$ cat src/hdl/direct_mapped_result_cache_unit_assert.svh
// Assertion macros used by the result cache RTL modules.
`ifndef DIRECT_MAPPED_RESULT_CACHE_UNIT_ASSERT_SVH
`define DIRECT_MAPPED_RESULT_CACHE_UNIT_ASSERT_SVH

// Consequent must hold in the same cycle as the antecedent.
`define DMRC_ASSERT_SAME(lbl, ante, cons, msg) \
    lbl: assert property (@(posedge aclk) disable iff (!aresetn) (ante) |-> (cons)) \
        else $error(msg);

// Consequent must hold in the cycle after the antecedent.
`define DMRC_ASSERT_NEXT(lbl, ante, cons, msg) \
    lbl: assert property (@(posedge aclk) disable iff (!aresetn) (ante) |=> (cons)) \
        else $error(msg);

`endif

$ cat src/hdl/dmrc_queue.sv
// Short first-in first-out queue between the front and back halves.
`default_nettype none

module dmrc_queue #(
    parameter int WIDTH = 8,
    parameter int DEPTH = 2
) (
    input  wire logic             aclk,
    input  wire logic             aresetn,
    input  wire logic             push,
    input  wire logic [WIDTH-1:0] push_data,
    output logic                  full,
    input  wire logic             pop,
    output logic      [WIDTH-1:0] head_data,
    output logic                  empty
);

    localparam int PTR_W = $clog2(DEPTH);

    logic [WIDTH-1:0] mem_reg [DEPTH];
    logic [PTR_W-1:0] wr_ptr_reg;
    logic [PTR_W-1:0] rd_ptr_reg;
    logic [PTR_W:0]   count_reg;
    logic             push_ok;
    logic             pop_ok;

    assign full      = (count_reg == (PTR_W + 1)'(DEPTH));
    assign empty     = (count_reg == '0);
    assign push_ok   = push && !full;
    assign pop_ok    = pop && !empty;
    assign head_data = mem_reg[rd_ptr_reg];

    always_ff @(posedge aclk) begin
        if (!aresetn) begin
            wr_ptr_reg <= '0;
            rd_ptr_reg <= '0;
            count_reg  <= '0;
        end else begin
            if (push_ok) begin
                wr_ptr_reg <= (wr_ptr_reg == PTR_W'(DEPTH - 1)) ? '0 : wr_ptr_reg + 1'b1;
            end
            if (pop_ok) begin
                rd_ptr_reg <= (rd_ptr_reg == PTR_W'(DEPTH - 1)) ? '0 : rd_ptr_reg + 1'b1;
            end
            count_reg <= count_reg + (PTR_W + 1)'(push_ok) - (PTR_W + 1)'(pop_ok);
        end
    end

    always_ff @(posedge aclk) begin
        if (push_ok) begin
            mem_reg[wr_ptr_reg] <= push_data;
        end
    end

endmodule

`default_nettype wire

$ cat config.mk
export PLATFORM = sky130hd
export DESIGN_NAME = dmrc_queue
export DESIGN_NICKNAME = d
export VERILOG_FILES = /design/src/hdl/direct_mapped_result_cache_unit_assert.svh /design/src/hdl/dmrc_queue.sv
export SDC_FILE = /design/constraint.sdc
export NUM_CORES = 1
export LEC_CHECK = 0
export BUFFER_PORTS_ARGS = -buffer_cell sky130_fd_sc_hd__buf_2
export CAP_MARGIN = 20
export CORE_ASPECT_RATIO = 1.25
export CORE_MARGIN = 2
export CORE_UTILIZATION = 49
export DETAILED_ROUTE_END_ITERATION = 6
export PLACE_DENSITY_LB_ADDON = 0.1
export SLEW_MARGIN = 25
export SYNTH_ARGS = -nofsm -noshare
export SYNTH_HDL_FRONTEND = slang
export SYNTH_SLANG_ARGS = --single-unit
$ cat constraint.sdc
create_clock -name aclk -period 2.05 [get_ports aclk]
set_input_delay 0.41 -clock aclk [delete_from_list [all_inputs] [get_ports aclk]]
set_output_delay 0.41 -clock aclk [all_outputs]
set_load 0.02 [all_outputs]
==> reports/qor.yml <==
synth:
  avgSynthCellArea_um2: 15.6
  synthCells: 52
  synth_most_common_cell: "edfxtp_1"
  synth_top_cell_by_area: "edfxtp_1"
  ys_seq_elements: 21
  ys.flop_type: "edfxtp_1"
  syn_nets: 66
  synth_enable_flop_cells: 16
  synth-async-reset-ratio: 0
  synth_cell_types: 17
  synth.top_cells.by_count: "edfxtp_1 (16), mux2_2 (8), dfxtp_1 (5), nor2_1 (5), inv_1 (3)"
  yosysTopAreaCellShare: 0.592
  synth_area_leaders: "edfxtp_1 (59%), dfxtp_1 (12%), mux2_2 (11%)"
  syn_area_um2: 812
  yosys_warnings: 0
  synth_seq_area_share: 0.715
clock_tree:
  clk_path_buf_depth: 2
  hold_buffers: 0
  postCtsSetupBuffers: 0
  cts_root_buf: "clkbuf_4"
  clock_latency_ns: 0.29
  cts_buffers: 3
  cts_resized: 0
  cts.clk_slew.worst_paths_ns: 0.11
  cts.sinks: 21
  cts_tree: "built"
  htreeDepth: 1
critical_path:
  critPathMaxStageDelay_ns: 0.54
  r2r_setup_slack_ns: 0.40
  rr_worst_depth: 8
  r2r_start: "count_reg[0]$_SDFF_PN0_"
  cp_top_family: "flip-flops"
  cp_slowest_cell: "dfxtp_1"
  start_kind: "register"
  path_cells: "mux2_2 -> buf_2"
  rr_endpoint: "count_reg[1]$_SDFF_PN0_"
  crit_arrival_ns: 1.37
  worstSetupPathType: "register to primary output"
  crit_required_ns: 1.64
  end_kind: "primary output"
  worstPathMaxFanout: 8
  path_buf_inv: 1
global_routing:
  grt_max_degree: 13
  track_usage: 0.124
  grt_pass1_wl_um: 1700
  first_global_vias: 455
  grt_antenna_before_repair: 0
  overflow: 0
placed_design:
  port_buffers: 21
  hpwl_um: 847
  post_dp_cell_area_um2: 942
  gp_congestion: 0.594
routing:
  viasPerCell: 4.89
  post-route-drc-count: 0
  num_vias: 465
  drtAntennaViolNets: 0
  wirelength_um: 1060
  wl_per_cell_um: 11.2
  drt_iter0_drc: 4
  dr.pass1.iters: 4
timing:
  skew_ns: 0.0104
  slew_headroom: 0.750
  finalCritPeriodShare: 0.866
  finalSetupTns_ns: 0
  drv_slew: 0
  worstMarginPinSlew_ns: 0.375
  rsz0062_at_grt: "false"
  fin_crit_ns: 1.78
  fmax_ghz: 0.563
  final-setup-viol-count: 0
  finalHoldViolations: 0
min_path:
  hold_class: "primary input to register"
  hold_start: "push_data[2]"
  min_path_cells: 1
  hold_end: "mem_reg[1][2]$_DFFE_PP_"
cells_and_area:
  design_area_um2: 970
  drive_gt1_frac: 0.468
  final_nets: 92
  n_antenna_cell: 0
  syn2layout_area_growth_pct: 19.4
  largest_register_ffs: 16
  fillCellCount: 128
pwr:
  pwr_density_cell_mw_per_mm2: 1250
  p_leak_nw: 0.414
  peakVddDrop_uv: 663
floorplan:
  die_h_um: 49.5
  dieWidth_um: 40.4
  core_area_mm2: 0.00156
  std_cell_rows: 16
  initial_utilization: 0.520
  die_area_mm2: 0.00200
  pin_count: 22
outcome:
  status: "finished, final reports clean"
run:
  maxCapViolations: 0
-- cell families (layout without fill, tap and decap cells) --
kind of cell    after synthesis  in the layout  synth area share
flops                        21             21             0.715
simple gates                 13             13            0.0786
mux                           9              9             0.123
buf+inv                       4             29            0.0200
fa+ha+maj                     2              2            0.0308
xor+xnor                      2              2            0.0216
compound gates                1              1            0.0108
-- placed cells by master (no fill, tap or decap) --
cell type,synthesis,layout
and2_1,1,1
and2_2,1,1
and3_1,1,1
buf_2,1,21
buf_4,0,1
clkbuf_4,0,3
clkinv_2,0,1
dfxtp_1,5,5
edfxtp_1,16,16
ha_1,2,2
inv_1,3,3
mux2_2,8,8
mux2i_1,1,1
nand2_1,2,2
nand2b_1,2,2
nor2_1,5,5
nor3_1,1,1
o21a_2,1,1
xnor2_1,1,1
xor2_1,1,1
-- where the power goes --
group | internal [mW] | leakage, nW | switching [mW]
Clock | 0.0724 | 0.0177 | 0.107
Combinational | 0.188 | 0.205 | 0.228
Sequential | 0.556 | 0.191 | 0.0572
-- metrics by stage --
stage / hold slack [ns] / worst slack (ns) / power [mW] / util / cells
2_1_floorplan: 0.455 / 0.510 / 0.921 / - / 52
3_3_place_gp: 0.474 / 0.438 / 1.04 / 0.603 / 91
3_5_place_dp: 0.487 / 0.373 / 1.05 / 0.603 / 91
4_1_cts: 0.296 / 0.261 / 1.22 / 0.621 / 95
5_1_grt: 0.282 / 0.195 / 1.30 / 0.621 / 95
6_report: 0.300 / 0.274 / 1.21 / 0.621 / 95
-- worst register-to-register path, delay by kind of cell (launching register included) --
kind	cells	cell delay, ns
xor+xnor	1	0.15
fa+ha+maj	2	0.46
buf+inv	1	0.04
flops	1	0.38
simple gates	4	0.56
-- final cells by class --
cell class                 count  area [µm²]  area share
timing repair buffer          22         113       0.116
sequential                    21         581       0.599
inverter                       3        11.3      0.0116
clock buffer                   3        22.5      0.0232
tap                           18        22.5      0.0232
clock inverter                 1        5.00     0.00516
multi-input combinational     27         215       0.222
-- how the worst max path moves through the flow --
stage                                    endpoint  slack [ns]  cells after the start
final                                head_data[3]        0.27                      2
after global placement    count_reg[1]$_SDFF_PN0_        0.44                      8
after CTS                            head_data[2]        0.26                      2
after floorplan           count_reg[1]$_SDFF_PN0_        0.51                      8
after global routing                 head_data[3]        0.20                      2
after detailed placement  count_reg[1]$_SDFF_PN0_        0.37                      8
-- layer usage --
layer	track usage	up-vias	share of wire
li1	-	233	-
met1	0.113	216	0.38
met2	0.235	14	0.55
met3	0.0135	2	0.048
met4	0.0667	0	0.011
met5	0	-	0
No activity file was read; power rests on OpenSTA's default activity.
