### src/hdl/direct_mapped_result_cache_unit_assert.svh
// Assertion macros used by the result cache RTL modules.
`ifndef DIRECT_MAPPED_RESULT_CACHE_UNIT_ASSERT_SVH
`define DIRECT_MAPPED_RESULT_CACHE_UNIT_ASSERT_SVH

// Consequent must hold in the same cycle as the antecedent.
`define DMRC_ASSERT_SAME(lbl, ante, cons, msg) \
    lbl: assert property (@(posedge aclk) disable iff (!aresetn) (ante) |-> (cons)) \
        else $error(msg);

// Consequent must hold in the cycle after the antecedent.
`define DMRC_ASSERT_NEXT(lbl, ante, cons, msg) \
    lbl: assert property (@(posedge aclk) disable iff (!aresetn) (ante) |=> (cons)) \
        else $error(msg);

`endif

### src/hdl/dmrc_pkg.sv
// Shared types, constants and helpers of the direct-mapped result cache.
`default_nettype none

package dmrc_pkg;

    localparam int KEY_W  = 32;
    localparam int DATA_W = 64;
    localparam int CNT_W  = 32;
    localparam int CFG_W  = 13;

    localparam logic [CFG_W-1:0] TABLE_SIZE_RESET = 13'd4096;

    // Remainder bits resolved per divide step, and the steps for one key
    localparam int MOD_BITS  = 4;
    localparam int MOD_STEPS = KEY_W / MOD_BITS;
    localparam int STEP_W    = $clog2(MOD_STEPS);

    localparam int QUEUE_DEPTH = 2;

    typedef enum logic {
        CMD_LOOKUP = 1'b0,
        CMD_INSERT = 1'b1
    } cmd_t;

    typedef struct packed {
        cmd_t              cmd;
        logic [KEY_W-1:0]  key;
        logic [DATA_W-1:0] data;
    } item_t;

    typedef enum logic [1:0] {
        FRONT_IDLE,
        FRONT_DIVIDE,
        FRONT_PUSH
    } front_state_t;

    typedef enum logic [1:0] {
        BACK_CLEAR,
        BACK_IDLE,
        BACK_EXEC
    } back_state_t;

    // Restoring remainder over MOD_BITS dividend bits, most significant first.
    // Expects rem < divisor and returns a value that keeps that bound.
    function automatic logic [CFG_W-1:0] mod_step(
        input logic [CFG_W-1:0]    rem,
        input logic [MOD_BITS-1:0] bits,
        input logic [CFG_W-1:0]    divisor
    );
        logic [CFG_W:0]   t;
        logic [CFG_W-1:0] r;
        r = rem;
        for (int i = MOD_BITS - 1; i >= 0; i--) begin
            t = {r, bits[i]};
            if (t >= {1'b0, divisor}) begin
                t = t - {1'b0, divisor};
            end
            r = t[CFG_W-1:0];
        end
        return r;
    endfunction

endpackage

`default_nettype wire

### src/hdl/dmrc_front.sv
// Front half: accepts items and works out each key's slot with an iterative modulo.
`default_nettype none

`include "direct_mapped_result_cache_unit_assert.svh"

module dmrc_front #(
    parameter int DEPTH = 4096
) (
    input  wire logic                           aclk,
    input  wire logic                           aresetn,
    input  wire logic                           init_done,
    input  wire logic [dmrc_pkg::CFG_W-1:0]     table_size,
    input  wire logic                           s_valid,
    output logic                                s_ready,
    input  wire logic                           s_cmd,
    input  wire logic [dmrc_pkg::KEY_W-1:0]     s_key,
    input  wire logic [dmrc_pkg::DATA_W-1:0]    s_entry_data,
    input  wire logic                           q_full,
    output logic                                q_push,
    output dmrc_pkg::item_t                     q_item,
    output logic      [$clog2(DEPTH)-1:0]       q_slot
);

    localparam int ADDR_W  = $clog2(DEPTH);
    localparam int CFG_W   = dmrc_pkg::CFG_W;
    localparam int KEY_W   = dmrc_pkg::KEY_W;
    localparam int N_LIMIT = (DEPTH > (2 ** CFG_W) - 1) ? (2 ** CFG_W) - 1 : DEPTH;
    localparam logic [CFG_W-1:0] N_MAX = CFG_W'(N_LIMIT);

    dmrc_pkg::front_state_t state_reg, state_next;
    dmrc_pkg::item_t        item_reg, item_next;
    logic [KEY_W-1:0]           div_reg, div_next;
    logic [CFG_W-1:0]           rem_reg, rem_next;
    logic [CFG_W-1:0]           n_reg, n_next;
    logic [dmrc_pkg::STEP_W-1:0] step_reg, step_next;
    logic [CFG_W-1:0]           n_in;

    // Zero counts as one slot; clamp anything above the table depth
    assign n_in = (table_size == '0) ? CFG_W'(1) :
                  ((table_size > N_MAX) ? N_MAX : table_size);

    assign q_item = item_reg;
    assign q_slot = ADDR_W'(rem_reg);

    always_ff @(posedge aclk) begin
        if (!aresetn) begin
            state_reg <= dmrc_pkg::FRONT_IDLE;
            step_reg  <= '0;
        end else begin
            state_reg <= state_next;
            step_reg  <= step_next;
        end
    end

    always_ff @(posedge aclk) begin
        item_reg <= item_next;
        div_reg  <= div_next;
        rem_reg  <= rem_next;
        n_reg    <= n_next;
    end

    always_comb begin
        state_next = state_reg;
        item_next  = item_reg;
        div_next   = div_reg;
        rem_next   = rem_reg;
        n_next     = n_reg;
        step_next  = step_reg;
        s_ready    = 1'b0;
        q_push     = 1'b0;
        unique case (state_reg)
            dmrc_pkg::FRONT_IDLE: begin
                s_ready = init_done;
                if (s_valid && init_done) begin
                    item_next.cmd  = dmrc_pkg::cmd_t'(s_cmd);
                    item_next.key  = s_key;
                    item_next.data = s_entry_data;
                    div_next       = s_key;
                    rem_next       = '0;
                    n_next         = n_in;
                    step_next      = '0;
                    state_next     = dmrc_pkg::FRONT_DIVIDE;
                end
            end
            dmrc_pkg::FRONT_DIVIDE: begin
                rem_next  = dmrc_pkg::mod_step(rem_reg,
                                               div_reg[KEY_W-1 -: dmrc_pkg::MOD_BITS],
                                               n_reg);
                div_next  = div_reg << dmrc_pkg::MOD_BITS;
                step_next = step_reg + 1'b1;
                if (step_reg == dmrc_pkg::STEP_W'(dmrc_pkg::MOD_STEPS - 1)) begin
                    state_next = dmrc_pkg::FRONT_PUSH;
                end
            end
            dmrc_pkg::FRONT_PUSH: begin
                // Hold until the queue has room
                q_push = !q_full;
                if (!q_full) begin
                    state_next = dmrc_pkg::FRONT_IDLE;
                end
            end
            default: begin
                state_next = dmrc_pkg::FRONT_IDLE;
            end
        endcase
    end

    `DMRC_ASSERT_SAME(a_rem_below_divisor, state_reg != dmrc_pkg::FRONT_IDLE, (rem_reg < n_reg) && (n_reg != '0), "slot remainder not below slot count")

endmodule

`default_nettype wire

### config.mk
export PLATFORM = sky130hd
export DESIGN_NAME = dmrc_front
export DESIGN_NICKNAME = d
export VERILOG_FILES = /design/src/hdl/dmrc_pkg.sv /design/src/hdl/dmrc_front.sv
export VERILOG_INCLUDE_DIRS = /design/src /design/src/hdl
export SDC_FILE = /design/constraint.sdc
export NUM_CORES = 1
export LEC_CHECK = 0
export ABC_CLOCK_PERIOD_IN_PS = 9570
export BUFFER_PORTS_ARGS = -buffer_cell sky130_fd_sc_hd__buf_2
export CORE_ASPECT_RATIO = 0.6
export CORE_MARGIN = 10
export CORE_UTILIZATION = 50
export DETAILED_ROUTE_END_ITERATION = 16
export HOLD_SLACK_MARGIN = 0.03
export PLACE_DENSITY = 0.76
export RECOVER_POWER = 100
export SYNTH_ARGS = -nofsm -noshare
export SYNTH_HDL_FRONTEND = slang
export SYNTH_SLANG_ARGS = --single-unit
export TNS_END_PERCENT = 5
### constraint.sdc
create_clock -name aclk -period 9.57 [get_ports aclk]
set_clock_uncertainty 0.05 [all_clocks]
set_input_delay 1.914 -clock aclk [delete_from_list [all_inputs] [get_ports aclk]]
set_output_delay 1.914 -clock aclk [all_outputs]
set_load 0.02 [all_outputs]
==> results of run 1 <==
[per-layer routing]
metal  up-vias  GRT usage (%)  share of wire (%)
li1       3486              -                  -
met1      3513          30.86                 45
met2       441          32.06                 40
met3        28          11.92                 14
met4         0          4.147                1.0
met5         -              0                  0
[layout make-up]
cell class	instances	area share, %
sequential	160	42.73
multi-input combinational	573	36.49
timing repair buffer	275	12.00
clock buffer	18	3.857
tap	234	2.631
inverter	34	1.158
clock inverter	12	1.147
[layout by cell type (no fill, tap or decap), types with 6 or more instances in the layout]
master     synthesis  final
edfxtp_1         155    155
nand2_1          146    146
clkbuf_1          12    142
buf_2              2     85
ha_1              54     54
buf_4             13     48
inv_1             33     32
a21oi_1           35     31
nor2_1            30     30
o21ai_0           22     21
nor2b_1           21     20
xnor2_1           20     20
nand3_1           17     17
clkbuf_16          0     17
o21a_1            15     15
nor3_1            14     14
a211oi_1          13     12
xor2_1            10     10
nand4_1            9      9
a21o_1             9      9
a31oi_1            8      8
a21boi_0           8      7
mux2i_1            8      7
a31o_2             7      7
o211ai_1           6      6
[worst max-delay path: cells and delay by family (launching register included)]
family / cells / cell delay, ns
AOI/OAI and AO/OA: 19 / 4.57
adders and majority gates: 5 / 1.62
and+or+nand+nor: 7 / 1.57
DFF: 1 / 0.44
muxes: 1 / 0.42
buffers and inverters: 2 / 0.30
[cell families after synthesis]
family	after synthesis
compound gates	176
xor+xnor	31
fa+ha+maj	58
buf+inv	65
flops	160
mux	15
simple gates	291
[stage by stage]
stage	cell area [µm²]	utilization, %	cells	setup TNS, ns	setup WS (ns)
after floorplan	9017	-	796	0	0.8976
after global placement	10570	60.70	1261	0	0.3757
after detailed placement	10570	60.70	1261	0	0.1428
after CTS	11120	63.90	1291	0	0.07137
after global routing	11130	63.93	1306	-0.002760	-0.001850
final	11130	63.93	1306	0	0.3585
[what timing repair did]
action / CTS / global route
buffers inserted: 0 / 13
resized for setup: 0 / 16
endpoints found under the setup margin: 0 / 13
[how the worst max path moves through the flow]
stage,start,end,cells after the start
CTS,n_reg[0],rem_reg[8],35
global route,n_reg[0],rem_reg[9],37
detailed placement,n_reg[0],rem_reg[5],35
finish,n_reg[0],rem_reg[8],34
floorplan,n_reg[0],rem_reg[5],39
global placement,n_reg[1],rem_reg[8],34
==> out/qor.csv, run 1 <==
metric,value,unit
syn2layout_area_growth,23.41,%
synth_ff_type,edfxtp_1,
synth_warnings,0,
slew_headroom,-205.2,%
crit_path_end_kind,flop,
gp_congestion,1.066,
path_clk_slew,0.06,ns
critPathLaunchType,flop,
synth_most_common_cell,edfxtp_1,
overflow,0,
io_pins,226,
cp_slowest_stage_delay,0.64,ns
worstHoldPathCells,2,
hold_slack,0.4516,ns
ys_seq_area_share,52.73,%
multiInputGateArea,0.004060,mm²
die_area,0.02398,mm²
via_per_inst,5.718,
chipWidth,193.4,µm
hold_violations,0,
diodes,0,
wl_per_cell,21.83,µm
synth_top_family_by_area,simple AND/OR/NAND/NOR gates,
placementRows,37,
clock_path_buffers,2,
fill_cells,1484,
yosys.area.top_type_share,51.62,%
synth_area_per_cell,11.33,µm²
final_max_slew_viol_count,136,
fin_nets,1234,
r2r_setup_slack,0.36,ns
drt_iter0_markers,911,
postCtsHoldBufs,0,
firstDrtPassIters,6,
maxCapViolCount,2,
drive_gt1_share,21.27,%
synthXorXnorAreaFrac,3.094,%
largest_reg_flops,97,
crit_type,reg -> reg,
period_minus_slack,9.212,ns
synth.area.mux_share,1.970,%
synthAdderAreaFrac,8.381,%
synth_seq_cells,160,
synthArstFlopShare,0,%
cts_max_level,4,
grt_usage,22.81,%
synth-edff-count,155,
cts_tree,built,
core,0.01741,mm²
numCtsBuffers,17,
grt_max_degree,90,
worst_pin_slew,4.578,ns
cp_slowest_cell,o31ai_1,
cp.required,9.68,ns
cp.arrival,9.33,ns
worstHoldStart,step_reg[1],
cp_max_fo,10,
cts_root_buffer,clkbuf_16,
first_global_vias,7265,
yosys.area_share.simple,15.53,%
crit_top_cell,ha_1,
synth_area,0.009017,mm²
hpwl,22430,µm
synth_cell_types,83,
synthTopCellsByCount,"edfxtp_1 (155), nand2_1 (146), ha_1 (54)",
r2r-start,n_reg[0],
start_util,51.80,%
route.final.wire_length,28510,µm
fin_crit_sh,96.25,%
violations,"max-capacitance violations, max-slew violations",
hold-path-endpoint,step_reg[1],
cts_sinks,160,
outcome,"complete, but fails checks",
antenna_found_initial,1,
synth_area_leaders,"edfxtp_1 (52%), ha_1 (7.5%), nand2_1 (6.1%)",
ant_nets,0,
seq_area,0.004755,mm²
chipHeight,124.0,µm
synth_fp_nets,969,
setup_viol,0,
vias,7468,
synth_compound_area_share,14.94,%
syn_inst,796,
io_buffers,225,
drc,0,
clk_latency,0.41,ns
hp-class,reg -> reg,
r2r_cells,34,
grt_pass1_wl,42460,µm
timing.fmax,108.6,MHz
rr_endpoint,rem_reg[8],
yosysTopAreaCell,edfxtp_1,
Power of run 1 is left out: the tool's default activity adds up to more than one toggle a clock period on the data nets, which glitch-free logic cannot reach.
==> run 2, diff against run 1 <==
ABC_AREA = 1   (was unset)
==> out/qor.csv, run 2 <==
metric,value,unit,change
outcome,"complete, but fails checks",,
violations,"max-capacitance violations, max-slew violations",,
synth.area.mux_share,0,%,-2.0 points
placementRows,38,,+2.7%
cts_sinks,160,,unchanged
grt_usage,20.85,%,-2.0 points
postCtsHoldBufs,0,,unchanged
hold_violations,0,,unchanged
fin_nets,1393,,+13%
start_util,50.95,%,-0.86 points
cp_slowest_stage_delay,0.52,ns,-0.12 ns
hpwl,21240,µm,-5.3%
chipWidth,195.2,µm,+0.93%
largest_reg_flops,97,,unchanged
synthTopCellsByCount,"nand2_1 (311), edfxtp_1 (155), inv_1 (140)",,
fin_cells,1473,,+13%
worstHoldPathCells,1,,-1
syn2layout_area_growth,18.15,%,
maxCapViolCount,3,,+1
cts_tree,built,,
layout_common_cells,"nand2_1 (311), edfxtp_1 (155), clkbuf_1 (142)",,
slew_headroom,-179.5,%,+26 points
r2r_cells,45,,+32%
io_buffers,225,,unchanged
synth_most_common_cell,nand2_1,,
first_global_vias,7263,,-0.028%
yosys.area.top_type_share,50.56,%,-1.1 points
syn_inst,1002,,+26%
worstHoldStart,step_reg[0],,
io_pins,226,,unchanged
drc,0,,unchanged
cp_slowest_cell,o21ai_0,,
worst_pin_slew,4.192,ns,-0.3860 ns
gp_congestion,1.000,,-6.2%
rr_endpoint,rem_reg[6],,
cts_root_buffer,clkbuf_16,,
chipHeight,125.1,µm,+0.87%
grt_pass1_wl,40470,µm,-4.7%
synthAdderAreaFrac,8.210,%,-0.17 points
cp.arrival,8.96,ns,-0.37 ns
crit_top_cell,nand2_1,,
synth_top_family_by_area,simple AND/OR/NAND/NOR gates,,
synth_seq_cells,160,,unchanged
core,0.01807,mm²,+3.8%
overflow,0,,unchanged
firstDrtPassIters,6,,unchanged
period_minus_slack,8.853,ns,-0.3586 ns
grt_max_degree,82,,-8.9%
via_per_inst,5.263,,-8.0%
synth_warnings,0,,unchanged
cp_max_fo,17,,+7
hp-class,reg -> reg,,
final_common_cell,nand2_1,,
route.final.wire_length,26650,µm,-6.5%
r2r-start,n_reg[8],,
synth_ff_type,edfxtp_1,,
wl_per_cell,18.09,µm,-17%
synth_compound_area_share,4.961,%,-10 points
timing.fmax,113.0,MHz,+4.1%
yosys.area_share.simple,23.57,%,+8.0 points
synth-edff-count,155,,unchanged
clk_latency,0.42,ns,about the same
cts_max_level,4,,unchanged
critPathLaunchType,flop,,
setup_viol,0,,unchanged
grt_setup_unrepaired,no,,
hold-path-endpoint,step_reg[0],,
ant_nets,0,,unchanged
crit_path_end_kind,flop,,
diodes,0,,unchanged
r2r_setup_slack,0.72,ns,+0.36 ns
synthArstFlopShare,0,%,unchanged
crit_type,reg -> reg,,
clock_path_buffers,2,,unchanged
dp_cells,1441,,+14%
setup_tns,0,ns,unchanged
synth_fp_nets,1175,,+21%
drt_iter0_markers,872,,-4.3%
fin_crit_sh,92.51,%,-3.7 points
drive_gt1_share,12.65,%,-8.6 points
path_clk_slew,0.07,ns,about the same
synth_cell_types,40,,-52%
synth_area,0.009205,mm²,+2.1%
synth_area_per_cell,9.187,µm²,-19%
ys_seq_area_share,51.65,%,-1.1 points
final_max_slew_viol_count,172,,+26%
synth_area_leaders,"edfxtp_1 (51%), nand2_1 (13%), ha_1 (7.3%)",,
yosysTopAreaCell,edfxtp_1,,
synthXorXnorAreaFrac,3.425,%,+0.33 points
hold_slack,0.4243,ns,-0.02732 ns
die_area,0.02442,mm²,+1.8%
antenna_found_initial,0,,-1
vias,7752,,+3.8%
cp.required,9.68,ns,about the same
numCtsBuffers,17,,unchanged
run 2: area by class of cell:
| type | instances | area (µm²) |
|---|---|---|
| clock inverter | 15 | 162.7 |
| clock buffer | 17 | 425.4 |
| timing repair buffer | 229 | 970.9 |
| sequential | 160 | 4755 |
| multi-input combinational | 664 | 3705 |
| inverter | 148 | 556.8 |
| tap | 240 | 300.3 |
| fill | 1635 | 7192 |
run 2: how the worst max path moves through the flow:
stage,start,end,slack [ns]
after floorplan,n_reg[0],rem_reg[3],2.78
after global placement,n_reg[8],rem_reg[8],1.03
after detailed placement,n_reg[8],rem_reg[12],0.83
after CTS,n_reg[8],rem_reg[12],0.78
after global routing,n_reg[8],rem_reg[5],0.10
final,n_reg[8],rem_reg[6],0.72
run 2: worst max-delay path: cells and delay by family, from the launching register on:
kind	cells	cell delay, ns
DFF	1	0.36
and+or+nand+nor	22	2.55
buffers and inverters	7	0.90
AOI/OAI and AO/OA	12	3.06
adders and majority gates	4	1.62
run 2: metrics by stage:
step                util [%]  instance area [µm²]  setup slack (ns)
floorplan                  -                 9205             2.785
global placement       57.98                10480             1.031
detailed placement     57.98                10480            0.8278
CTS                    61.24                11060            0.7835
global route           60.19                10880            0.1043
finish                 60.19                10880            0.7171
run 2: repair_timing:
action / in CTS / in global routing
resized for setup: 0 / 1
setup endpoints to repair: 0 / 9
buffers inserted: 0 / 0
run 2: routing by layer:
metal | up-vias | wire length (µm) | track usage, %
li1 | 3727 | - | -
met2 | 397 | 11410 | 30.55
met4 | 0 | 316 | 3.846
met3 | 27 | 3082 | 7.740
met1 | 3601 | 11840 | 29.09
met5 | - | 0 | 0
run 2: cell families after synthesis:
group | count (synthesis)
AO/OA/AOI/OAI | 77
XOR/XNOR | 36
adder cells (fa/ha/maj) | 58
buffers and inverters | 178
flip-flops | 160
AND/OR/NAND/NOR | 493
Power of run 2 is left out for the same reason.
